<file path="src/sv/u2u_pkg.sv">
`default_nettype none

package u2u_pkg;

    localparam logic [15:0] C_UNIT_BAD  = 16'hFFFD;
    localparam logic [20:0] C_POINT_TOP = 21'h10FFFF;
    localparam logic [20:0] C_PLANE1    = 21'h010000;
    localparam logic [15:0] C_HIGH_SUR  = 16'hD800;
    localparam logic [15:0] C_LOW_SUR   = 16'hDC00;

    typedef enum logic [2:0] {
        MODE_IDLE    = 3'b001,
        MODE_COLLECT = 3'b010,
        MODE_SWALLOW = 3'b100
    } t_mode;

    typedef struct packed {
        t_mode       mode;
        logic [1:0]  due;
        logic [20:0] point;
    } t_state;

    typedef struct packed {
        t_state           nxt;
        logic [1:0][15:0] units;
        logic [1:0]       cnt;
    } t_dec;

    typedef struct packed {
        logic        emit;
        logic [15:0] unit;
        t_mode       mode;
        logic [1:0]  due;
        logic [20:0] point;
    } t_fresh;

endpackage

`default_nettype wire

</file>
<file path="src/sv/u2u_byte_if.sv">
`default_nettype none

interface u2u_byte_if;
    logic       valid;
    logic       ready;
    logic [7:0] in_byte;
    logic       end_of_stream;

    modport source (output valid, output in_byte, output end_of_stream, input ready);
    modport sink (input valid, input in_byte, input end_of_stream, output ready);
endinterface

`default_nettype wire

</file>
<file path="src/sv/u2u_unit_if.sv">
`default_nettype none

interface u2u_unit_if;
    logic        valid;
    logic        ready;
    logic [15:0] code_unit;
    logic        last_of_run;

    modport source (output valid, output code_unit, output last_of_run, input ready);
    modport sink (input valid, input code_unit, input last_of_run, output ready);
endinterface

`default_nettype wire

</file>
<file path="src/sv/utf8_to_utf16_transcoder.sv">
// UTF-8 to UTF-16 stream transcoder.
// The byte channel i_byte carries one UTF-8 byte per word together with an
// end_of_stream flag that marks the final byte of a string. The unit channel
// o_unit carries UTF-16 code units; last_of_run is set on the last unit that
// a given byte produced. A byte may produce no unit, one unit or two units.
// Each accepted byte is decoded in the cycle it is accepted, and its units
// appear on o_unit in the next cycle. The result buffer holds two units. A
// byte is taken in every cycle as long as each byte yields at most one unit
// and the receiver keeps up; a byte that yields two units holds the byte
// channel off until its first unit has been taken.
// When the receiver stalls, the buffered units wait and the byte channel is
// held off once the buffer cannot drain in the current cycle.
// Reset returns the decoder to its idle mode and empties the result buffer.
// A byte with end_of_stream set also returns the decoder to idle afterwards.
`default_nettype none

module utf8_to_utf16_transcoder (
    input  wire logic   i_clk,
    input  wire logic   i_rst_n,
    u2u_byte_if.sink    i_byte,
    u2u_unit_if.source  o_unit
);

    u2u_pkg::t_state  r_state;
    u2u_pkg::t_state  n_state;
    u2u_pkg::t_dec    dec;
    logic [1:0][15:0] r_units;
    logic [1:0][15:0] n_units;
    logic [1:0]       r_left;
    logic [1:0]       n_left;
    logic             r_rd;
    logic             n_rd;
    logic             in_acc;
    logic             out_acc;

    u2u_decoder u_dec (
        .i_byte  (i_byte.in_byte),
        .i_eos   (i_byte.end_of_stream),
        .i_state (r_state),
        .o_dec   (dec)
    );

    assign out_acc            = o_unit.valid & o_unit.ready;
    assign i_byte.ready       = (r_left == 2'd0) || ((r_left == 2'd1) && o_unit.ready);
    assign in_acc             = i_byte.valid & i_byte.ready;
    assign o_unit.valid       = (r_left != 2'd0);
    assign o_unit.code_unit   = r_units[r_rd];
    assign o_unit.last_of_run = (r_left == 2'd1);

    always_comb begin
        n_state = r_state;
        n_units = r_units;
        n_left  = r_left;
        n_rd    = r_rd;
        if (out_acc) begin
            n_left = r_left - 2'd1;
            n_rd   = ~r_rd;
        end
        if (in_acc) begin
            n_state = dec.nxt;
            if (dec.cnt != 2'd0) begin
                n_units = dec.units;
                n_left  = dec.cnt;
                n_rd    = 1'b0;
            end
        end
    end

    always_ff @(posedge i_clk) begin
        if (!i_rst_n) begin
            r_state.mode  <= u2u_pkg::MODE_IDLE;
            r_state.due   <= 2'd0;
            r_state.point <= 21'd0;
            r_left        <= 2'd0;
            r_rd          <= 1'b0;
        end else begin
            r_state <= n_state;
            r_left  <= n_left;
            r_rd    <= n_rd;
        end
    end

    always_ff @(posedge i_clk) begin
        r_units <= n_units;
    end

endmodule

`default_nettype wire

</file>
<file path="src/sv/u2u_decoder.sv">
`default_nettype none

module u2u_decoder (
    input  wire logic [7:0]      i_byte,
    input  wire logic            i_eos,
    input  wire u2u_pkg::t_state i_state,
    output u2u_pkg::t_dec        o_dec
);

    function automatic u2u_pkg::t_fresh fresh(input logic [7:0] b);
        u2u_pkg::t_fresh f;
        f.emit  = 1'b0;
        f.unit  = u2u_pkg::C_UNIT_BAD;
        f.mode  = u2u_pkg::MODE_IDLE;
        f.due   = 2'd0;
        f.point = 21'd0;
        if (b[7] == 1'b0) begin
            f.emit = 1'b1;
            f.unit = {8'd0, b};
        end else if (b[7:6] == 2'b10) begin
            f.emit = 1'b1;
            f.mode = u2u_pkg::MODE_SWALLOW;
        end else if (b[7:5] == 3'b110) begin
            f.mode  = u2u_pkg::MODE_COLLECT;
            f.due   = 2'd1;
            f.point = {16'd0, b[4:0]};
        end else if (b[7:4] == 4'b1110) begin
            f.mode  = u2u_pkg::MODE_COLLECT;
            f.due   = 2'd2;
            f.point = {17'd0, b[3:0]};
        end else if (b[7:3] == 5'b11110) begin
            f.mode  = u2u_pkg::MODE_COLLECT;
            f.due   = 2'd3;
            f.point = {18'd0, b[2:0]};
        end else begin
            f.emit = 1'b1;
            f.mode = u2u_pkg::MODE_SWALLOW;
        end
        return f;
    endfunction

    logic            cont;
    logic [20:0]     acc;
    logic [1:0]      due_dec;
    logic [19:0]     offs;
    u2u_pkg::t_fresh fr;

    assign cont    = (i_byte[7:6] == 2'b10);
    assign acc     = {i_state.point[14:0], i_byte[5:0]};
    assign due_dec = i_state.due - 2'd1;
    assign offs    = 20'(acc - u2u_pkg::C_PLANE1);
    assign fr      = fresh(i_byte);

    always_comb begin
        o_dec.nxt   = i_state;
        o_dec.units = '0;
        o_dec.cnt   = 2'd0;

        unique case (i_state.mode)
            u2u_pkg::MODE_COLLECT: begin
                if (cont) begin
                    o_dec.nxt.point = acc;
                    o_dec.nxt.due   = due_dec;
                    if (due_dec == 2'd0) begin
                        o_dec.nxt.mode = u2u_pkg::MODE_IDLE;
                        if (acc > u2u_pkg::C_POINT_TOP) begin
                            o_dec.units[0] = u2u_pkg::C_UNIT_BAD;
                            o_dec.cnt      = 2'd1;
                            o_dec.nxt.mode = u2u_pkg::MODE_SWALLOW;
                        end else if (acc < u2u_pkg::C_PLANE1) begin
                            o_dec.units[0] = acc[15:0];
                            o_dec.cnt      = 2'd1;
                        end else begin
                            o_dec.units[0] = u2u_pkg::C_HIGH_SUR | {6'd0, offs[19:10]};
                            o_dec.units[1] = u2u_pkg::C_LOW_SUR | {6'd0, offs[9:0]};
                            o_dec.cnt      = 2'd2;
                        end
                    end
                end else begin
                    o_dec.units[0]  = u2u_pkg::C_UNIT_BAD;
                    o_dec.units[1]  = fr.unit;
                    o_dec.cnt       = fr.emit ? 2'd2 : 2'd1;
                    o_dec.nxt.mode  = fr.mode;
                    o_dec.nxt.due   = fr.due;
                    o_dec.nxt.point = fr.point;
                end
            end
            u2u_pkg::MODE_SWALLOW: begin
                if (!cont) begin
                    o_dec.units[0]  = fr.unit;
                    o_dec.cnt       = fr.emit ? 2'd1 : 2'd0;
                    o_dec.nxt.mode  = fr.mode;
                    o_dec.nxt.due   = fr.due;
                    o_dec.nxt.point = fr.point;
                end
            end
            default: begin
                o_dec.units[0]  = fr.unit;
                o_dec.cnt       = fr.emit ? 2'd1 : 2'd0;
                o_dec.nxt.mode  = fr.mode;
                o_dec.nxt.due   = fr.due;
                o_dec.nxt.point = fr.point;
            end
        endcase

        if (i_eos) begin
            if (o_dec.nxt.mode == u2u_pkg::MODE_COLLECT) begin
                o_dec.units[o_dec.cnt[0]] = u2u_pkg::C_UNIT_BAD;
                o_dec.cnt                 = o_dec.cnt + 2'd1;
            end
            o_dec.nxt.mode  = u2u_pkg::MODE_IDLE;
            o_dec.nxt.due   = 2'd0;
            o_dec.nxt.point = 21'd0;
        end
    end

endmodule

`default_nettype wire
</file>
<file path="src/flat_wrapper.sv">
// flat-port wrapper written by rule: the top's interface ports become plain ports
module utf8_to_utf16_transcoder_flat 
  (i_clk, i_rst_n, i_byte_valid, i_byte_in_byte, i_byte_end_of_stream, i_byte_ready, o_unit_valid, o_unit_code_unit, o_unit_last_of_run, o_unit_ready);
  u2u_byte_if i_byte_i ();
  u2u_unit_if o_unit_i ();
  input  wire logic i_clk;
  input  wire logic i_rst_n;
  input wire logic [$bits(i_byte_i.valid)-1:0] i_byte_valid;
  input wire logic [$bits(i_byte_i.in_byte)-1:0] i_byte_in_byte;
  input wire logic [$bits(i_byte_i.end_of_stream)-1:0] i_byte_end_of_stream;
  output wire logic [$bits(i_byte_i.ready)-1:0] i_byte_ready;
  output wire logic [$bits(o_unit_i.valid)-1:0] o_unit_valid;
  output wire logic [$bits(o_unit_i.code_unit)-1:0] o_unit_code_unit;
  output wire logic [$bits(o_unit_i.last_of_run)-1:0] o_unit_last_of_run;
  input wire logic [$bits(o_unit_i.ready)-1:0] o_unit_ready;
  assign i_byte_i.valid = i_byte_valid;
  assign i_byte_i.in_byte = i_byte_in_byte;
  assign i_byte_i.end_of_stream = i_byte_end_of_stream;
  assign i_byte_ready = i_byte_i.ready;
  assign o_unit_valid = o_unit_i.valid;
  assign o_unit_code_unit = o_unit_i.code_unit;
  assign o_unit_last_of_run = o_unit_i.last_of_run;
  assign o_unit_i.ready = o_unit_ready;
  utf8_to_utf16_transcoder u_core (.i_clk(i_clk), .i_rst_n(i_rst_n), .i_byte(i_byte_i), .o_unit(o_unit_i));
endmodule
</file>
<file path="config.mk">
export PLATFORM = sky130hd
export DESIGN_NAME = utf8_to_utf16_transcoder_flat
export DESIGN_NICKNAME = d
export VERILOG_FILES = /design/src/sv/u2u_pkg.sv /design/src/sv/u2u_byte_if.sv /design/src/sv/u2u_unit_if.sv /design/src/sv/utf8_to_utf16_transcoder.sv /design/src/sv/u2u_decoder.sv /design/src/flat_wrapper.sv
export SDC_FILE = /design/constraint.sdc
export NUM_CORES = 1
export LEC_CHECK = 0
export ABC_AREA = 1
export BUFFER_PORTS_ARGS = -buffer_cell sky130_fd_sc_hd__buf_2
export CORE_ASPECT_RATIO = 1.25
export CORE_MARGIN = 1
export CORE_UTILIZATION = 59
export CTS_CLUSTER_DIAMETER = 80
export CTS_CLUSTER_SIZE = 12
export DETAILED_ROUTE_END_ITERATION = 12
export PLACE_DENSITY = 0.92
export SYNTH_ARGS = -nofsm -noshare
export SYNTH_HDL_FRONTEND = slang
export SYNTH_SLANG_ARGS = --single-unit
export TNS_END_PERCENT = 20
</file>
<file path="constraint.sdc">
create_clock -name i_clk -period 3.3 [get_ports i_clk]
set_clock_uncertainty 0.1 [all_clocks]
set_input_delay 0.165 -clock i_clk [delete_from_list [all_inputs] [get_ports i_clk]]
set_output_delay 0.165 -clock i_clk [all_outputs]
set_load 0.05 [all_outputs]
</file>
==> qor.csv, run 1 <==
metric,value,unit
synthesis-to-finish area growth,9.70,%
"worst slack, placed",0.775,ns
drt total wl,6780,µm
mapped cell area,0.00296,mm²
crit path kind,flip-flop to flip-flop,
antenna cells,0,
DR pass1 iterations,4,
Finished Layout Cells,491,
TritonCTS clock tree,built,
"EDFF count, synth",28,
Tcrit/Tclk final,0.779,
largest net degree at the start of global routing,30,
core footprint,0.00476,mm²
Synth Instances,402,
Min Hold Slack,0.0430,ns
I/O pin count,32,
Setup WS post-layout,0.729,ns
hpwl dp,5250,µm
synthesis-stage register bit count,51,
global placement routability congestion,1.03,
leak pwr,1.31,nW
first-pass GRT wire length,11600,µm
most frequent cells in the layout,"nand2_1, a21oi_1, nor2_1",
"Seq/Total Area, Yosys",0.440,
Clock Tree Root,clkbuf_8,
gr usage total,0.285,
I/O Buffers,31,
slew margin rel.,0.518,
Clock Latency Late Sink,0.30,ns
crit start category,flip-flop,
Worst-path clk slew,0.09,ns
WL per Instance,13.8,µm
max_cap viols,0,
post-synth cell types,37,
design area,0.00324,mm²
"most common cell after layout, fill and taps aside",nand2_1,
Synth area leader,edfxtp_1,
Post-CTS Hold Fix Bufs,1,
GRT overflow,0,
initial antenna violation count,0,
fmax,389,MHz
DP Area,0.00314,mm²
Initial Util,0.620,
post-CTS sizing,0,
"Async S/R FF share, synth",0,
Mapped Nets,420,
minimum clock period,2.57,ns
routed vias/inst,5.49,
outcome,"complete, no violations",
Die Area,0.00530,mm²
Main synth FF type,edfxtp_1,
TritonCTS Buffers,5,
share of layout cells above drive strength 1,0.135,
nets,448,
DR DRC count,0,
RSZ-0062 raised after global routing,false,
Worst-Margin Slew,0.722,ns
Starting DRT DRC Count,173,
CTS Buffer Depth,2,
Max H-tree Level,2,
CTS sink count,51,
Critical Path Sink Type,flip-flop,
Worst VDD drop,0.262,mV
Die X,65.3,µm
syn_area_per_cell,7.35,µm²
postcts setup bufs,0,
via count,2695,
crit path DAT,2.44,ns
Ys Warns,0,
placed insts,482,
Synth area leaders,"edfxtp_1, nand2_1, dfxtp_1",
final hold viol count,0,
min-delay worst type,input pin to flip-flop,
vias in the first global route,2501,
FP Rows,28,
Routed Antenna Nets,0,
peak fanout along the critical path,29,
Die H,81.1,µm
# setup viols final,0,
setup TNS,0,ns
max-slew violations,0,
areal power density over the cells,468,mW/mm²
# fillers,402,
Yosys top cell area share,0.285,
required time worst endpoint,3.17,ns
[report_power, final]
group          leakage, nW  internal (W)  switching (W)  total, W
Sequential           0.451      0.000725      0.0000213  0.000746
Combinational        0.822     0.0000919       0.000327  0.000419
Clock               0.0418      0.000148       0.000204  0.000352
Total                 1.31      0.000965       0.000552   0.00152
[kinds of logic after synthesis]
logic type,synth area share
multiplexers,0.00339
buffers and inverters,0.0648
AO/OA/AOI/OAI,0.153
AND/OR/NAND/NOR,0.309
adder cells (fa/ha/maj),0.0212
flip-flops,0.440
XOR/XNOR,0.00889
[registers in the layout (all words and copies together) (netlist names)]
register / flops
u_core.r_units: 28
u_core.r_state: 20
u_core.r_left: 2
u_core.r_rd: 1
[critical path, stage by stage, from the launching register on]
cell,delay [ns]
dfxtp_1,0.35
nor2_1,0.15
nand3_1,0.13
nor2_1,0.22
inv_1,0.30
nand2_1,0.15
nand2_1,0.07
nand2_1,0.10
nand2_2,0.09
nand4_1,0.09
nand2_1,0.08
inv_1,0.06
buf_4,0.32
[final timing paths]
| kind | slack (ns) | end | depth (start not counted) | start |
|---|---|---|---|---|
| max | 0.73 | u_core.r_units[29]$_DFFE_PP_ | 12 | u_core.r_state[12]$_SDFFE_PN0P_ |
| min | 0.04 | u_core.r_state[2]$_SDFFE_PN0P_ | 3 | i_byte_in_byte[2] |
| max reg2reg | 0.73 | u_core.r_units[29]$_DFFE_PP_ | 12 | u_core.r_state[12]$_SDFFE_PN0P_ |
| min reg2reg | 0.37 | u_core.r_state[24]$_SDFFE_PN0P_ | 2 | u_core.r_state[24]$_SDFFE_PN0P_ |
[cells in the mapped netlist (5+ instances only)]
master / number
nand2_1: 153
a21oi_1: 37
nor2_1: 34
inv_1: 30
edfxtp_1: 28
o21ai_0: 24
dfxtp_1: 23
o211ai_1: 11
clkbuf_1: 8
nand3_1: 7
ha_1: 5
[area by class of cell]
type / instances / area (µm²) / area share
clock buffers: 5 / 68.8 / 0.0212
clock inverters: 3 / 20.0 / 0.00618
inverters: 35 / 134 / 0.0413
multi-input cells: 303 / 1460 / 0.451
flip-flops and latches: 51 / 1300 / 0.401
well taps: 60 / 75.1 / 0.0232
repair buffers: 34 / 180 / 0.0556
[routing by layer]
metal  part of all wire  up-vias  global-route usage
li1                   -     1376                   -
met1               0.43     1211               0.361
met2               0.49       91               0.491
met3              0.056       17              0.0449
met4              0.023        0               0.100
met5                  0        -                   0
[metrics by stage]
| stage | utilization | total power (W) |
|---|---|---|
| final | 0.680 | 0.00152 |
| after global routing | 0.680 | 0.00159 |
| after CTS | 0.680 | 0.00152 |
| after detailed placement | 0.660 | 0.00118 |
| after global placement | 0.660 | 0.00116 |
| after floorplan | - | 0.00108 |
(Power assumes the default switching activity.)
==> inputs of run 2 (changes only) <==
CORE_UTILIZATION = 53   (was 59)
PLACE_DENSITY = 0.88   (was 0.92)
clock period = 2.3 ns   (was 3.3 ns; I/O delays follow)
==> run 2 against run 1 <==
Against the previous run: the flow now finishes with violations (negative setup slack); hold slack worse by 0.036 ns; first-iteration DRC count up 18%; critical path type unchanged; global-route usage fell by 1.8 points; wire length rose by 17%; sequential power rose by 43%; clock power is 60% higher; combinational power increased by 64%; via count rose by 7.3%; largest cell class unchanged.
==> qor.csv, run 2 (synthesized netlist as in run 1, its figures left out) <==
metric,value,unit,change
Die H,85.5,µm,was 81.1 µm
"most common cell after layout, fill and taps aside",nand2_1,,unchanged
Worst-path clk slew,0.10,ns,was 0.09 ns
failing checks,negative setup slack,,
required time worst endpoint,2.29,ns,was 3.17 ns
fmax,433,MHz,was 389 MHz
outcome,finished with violations,,"was complete, no violations"
Worst VDD drop,0.462,mV,was 0.262 mV
max-slew violations,0,,unchanged
first-pass GRT wire length,11600,µm,about the same
DR pass1 iterations,4,,unchanged
DR DRC count,0,,unchanged
RSZ-0062 raised after global routing,true,,was false
min-delay worst type,input pin to flip-flop,,unchanged
hold path depth,3,,unchanged
nets,472,,was 448
CTS Buffer Depth,2,,unchanged
most frequent cells in the layout,"nand2_1, a21oi_1, nor2_1, buf_2, edfxtp_1",,"was nand2_1, a21oi_1, nor2_1"
GRT overflow,0,,unchanged
CTS sink count,51,,unchanged
RR Startpoint,u_core.r_state[12]$_SDFFE_PN0P_,,unchanged
Finished Layout Cells,519,,was 491
FF-to-FF End,u_core.r_units[3]$_DFFE_PP_,,was u_core.r_units[29]$_DFFE_PP_
"setup slack, reg-to-reg",-0.008,ns,was 0.73 ns
slew margin rel.,0.513,,was 0.518
Hold Crit Start,i_byte_in_byte[2],,unchanged
max reg flops,28,,unchanged
Largest regs,"u_core.r_units: 28 flops, u_core.r_state: 20 flops, u_core.r_left: 2 flops",,unchanged
WL per Instance,15.2,µm,was 13.8 µm
largest net degree at the start of global routing,30,,unchanged
Clock Latency Late Sink,0.32,ns,was 0.30 ns
core footprint,0.00541,mm²,was 0.00476 mm²
Routed Antenna Nets,0,,unchanged
initial antenna violation count,0,,unchanged
crit path cell chain,"nor2_1, nor3b_1, nand2_1, nand2_2, nand2_4, nand3_1, nand2_1, nand2_1, nand4_1, nand2_2, clkinvlp_4, clkbuf_16",,"was nor2_1, nand3_1, nor2_1, inv_1, nand2_1, nand2_1, nand2_1, nand2_2, nand4_1, nand2_1, inv_1, buf_4"
gr usage total,0.267,,was 0.285
share of layout cells above drive strength 1,0.231,,was 0.135
peak fanout along the critical path,7,,was 29
vias in the first global route,2520,,was 2501
Initial Util,0.547,,was 0.620
placed insts,500,,was 482
synthesis-to-finish area growth,20.8,%,was 9.70%
crit path kind,flip-flop to flip-flop,,unchanged
antenna cells,0,,unchanged
Starting DRT DRC Count,204,,was 173
CP peak stage delay,0.37,ns,was 0.35 ns
drt total wl,7910,µm,was 6780 µm
I/O pin count,32,,unchanged
routed vias/inst,5.57,,was 5.49
worst hold path endpoint,u_core.r_state[2]$_SDFFE_PN0P_,,unchanged
hpwl dp,5560,µm,was 5250 µm
Reg2Reg Depth,12,,unchanged
Die X,68.8,µm,was 65.3 µm
global placement routability congestion,0.946,,was 1.03
Tcrit/Tclk final,1.00,,was 0.779
largest reg by FF count,u_core.r_units,,unchanged
Die Area,0.00588,mm²,was 0.00530 mm²
TritonCTS clock tree,built,,unchanged
crit start category,flip-flop,,unchanged
Max H-tree Level,2,,unchanged
crit path max-delay cell type,dfxtp_1,,unchanged
TritonCTS Buffers,5,,unchanged
max_cap viols,0,,unchanged
final hold viol count,0,,unchanged
Clock Tree Root,clkbuf_8,,unchanged
crit path DAT,2.29,ns,was 2.44 ns
Worst-Margin Slew,0.729,ns,was 0.722 ns
via count,2893,,was 2695
"most used cell, CP",nand2_1,,unchanged
minimum clock period,2.31,ns,was 2.57 ns
I/O Buffers,31,,unchanged
Min Hold Slack,0.00667,ns,was 0.0430 ns
leak pwr,1.46,nW,was 1.31 nW
Setup WS post-layout,-0.00762,ns,was 0.729 ns
areal power density over the cells,650,mW/mm²,was 468 mW/mm²
# setup viols final,7,,was 0
Critical Path Sink Type,flip-flop,,unchanged
FP Rows,30,,was 28
-- run 2: cell types whose count changed in the layout (fill, tap and decap cells not counted), moves of 3 or more --
cell     previous run  this run
buf_4               2        21
dfxtp_1            23        19
dfxtp_2             0         3
inv_1              30        25
nand2_1           153       146
nand2_2             1         7
nor2_1             34        30
nor2_2              2         6
-- run 2: routing by layer --
layer	track usage	vias to the layer above	part of all wire
met5	0	-	0
met4	0.102	0	0.038
met3	0.0403	27	0.053
met2	0.450	115	0.51
met1	0.336	1323	0.40
li1	-	1428	-
-- run 2: power breakdown --
| part | internal, W | switching, W | leakage, nW |
|---|---|---|---|
| clock network | 0.000226 | 0.000337 | 0.0502 |
| registers | 0.00104 | 0.0000311 | 0.453 |
| logic | 0.000188 | 0.000499 | 0.955 |
| total | 0.00145 | 0.000867 | 1.46 |
-- run 2: layout make-up --
type	count	area, µm²
multi-input combinational	303	1520
clock buffer	5	68.8
timing repair buffer	58	419
fill	481	1840
inverter	35	144
tap	64	80.1
clock inverter	3	28.8
sequential	51	1310
-- run 2: how the worst max path moves through the flow --
stage	startpoint	to	slack [ns]
final	u_core.r_state[12]$_SDFFE_PN0P_	u_core.r_units[3]$_DFFE_PP_	-0.008
after global routing	u_core.r_state[12]$_SDFFE_PN0P_	u_core.r_units[3]$_DFFE_PP_	-0.11
after CTS	i_byte_in_byte[5]	u_core.r_units[6]$_DFFE_PP_	0.02
after detailed placement	u_core.r_state[10]$_SDFFE_PN0P_	u_core.r_units[11]$_DFFE_PP_	0.08
after global placement	u_core.r_state[12]$_SDFFE_PN0P_	u_core.r_units[10]$_DFFE_PP_	0.14
after floorplan	u_core.r_state[10]$_SDFFE_PN0P_	u_core.r_units[0]$_DFFE_PP_	-0.01
-- run 2: repair_timing --
action                                  in CTS  in global routing
endpoints found under the hold margin        3                  0
resized for setup                            0                 18
buffers inserted                             0                  5
hold buffers                                 3                  0
endpoints found under the setup margin       0                 30
-- run 2: stage by stage --
stage                     instance area, µm²  setup TNS (ns)   util  worst slack [ns]  total power (W)
final                                   3570         -0.0295  0.660          -0.00762          0.00232
after global routing                    3570           -2.58  0.660            -0.110          0.00242
after CTS                               3430               0  0.634            0.0184          0.00227
after detailed placement                3300               0  0.610            0.0838          0.00172
after global placement                  3300               0  0.610             0.136          0.00171
after floorplan                         2990          -0.363      -           -0.0130          0.00157
-- run 2: critical path: cells and delay by family, from the launching register on --
family	cells	cell delay, ns
simple gates	10	1.16
buf+inv	2	0.43
flops	1	0.37
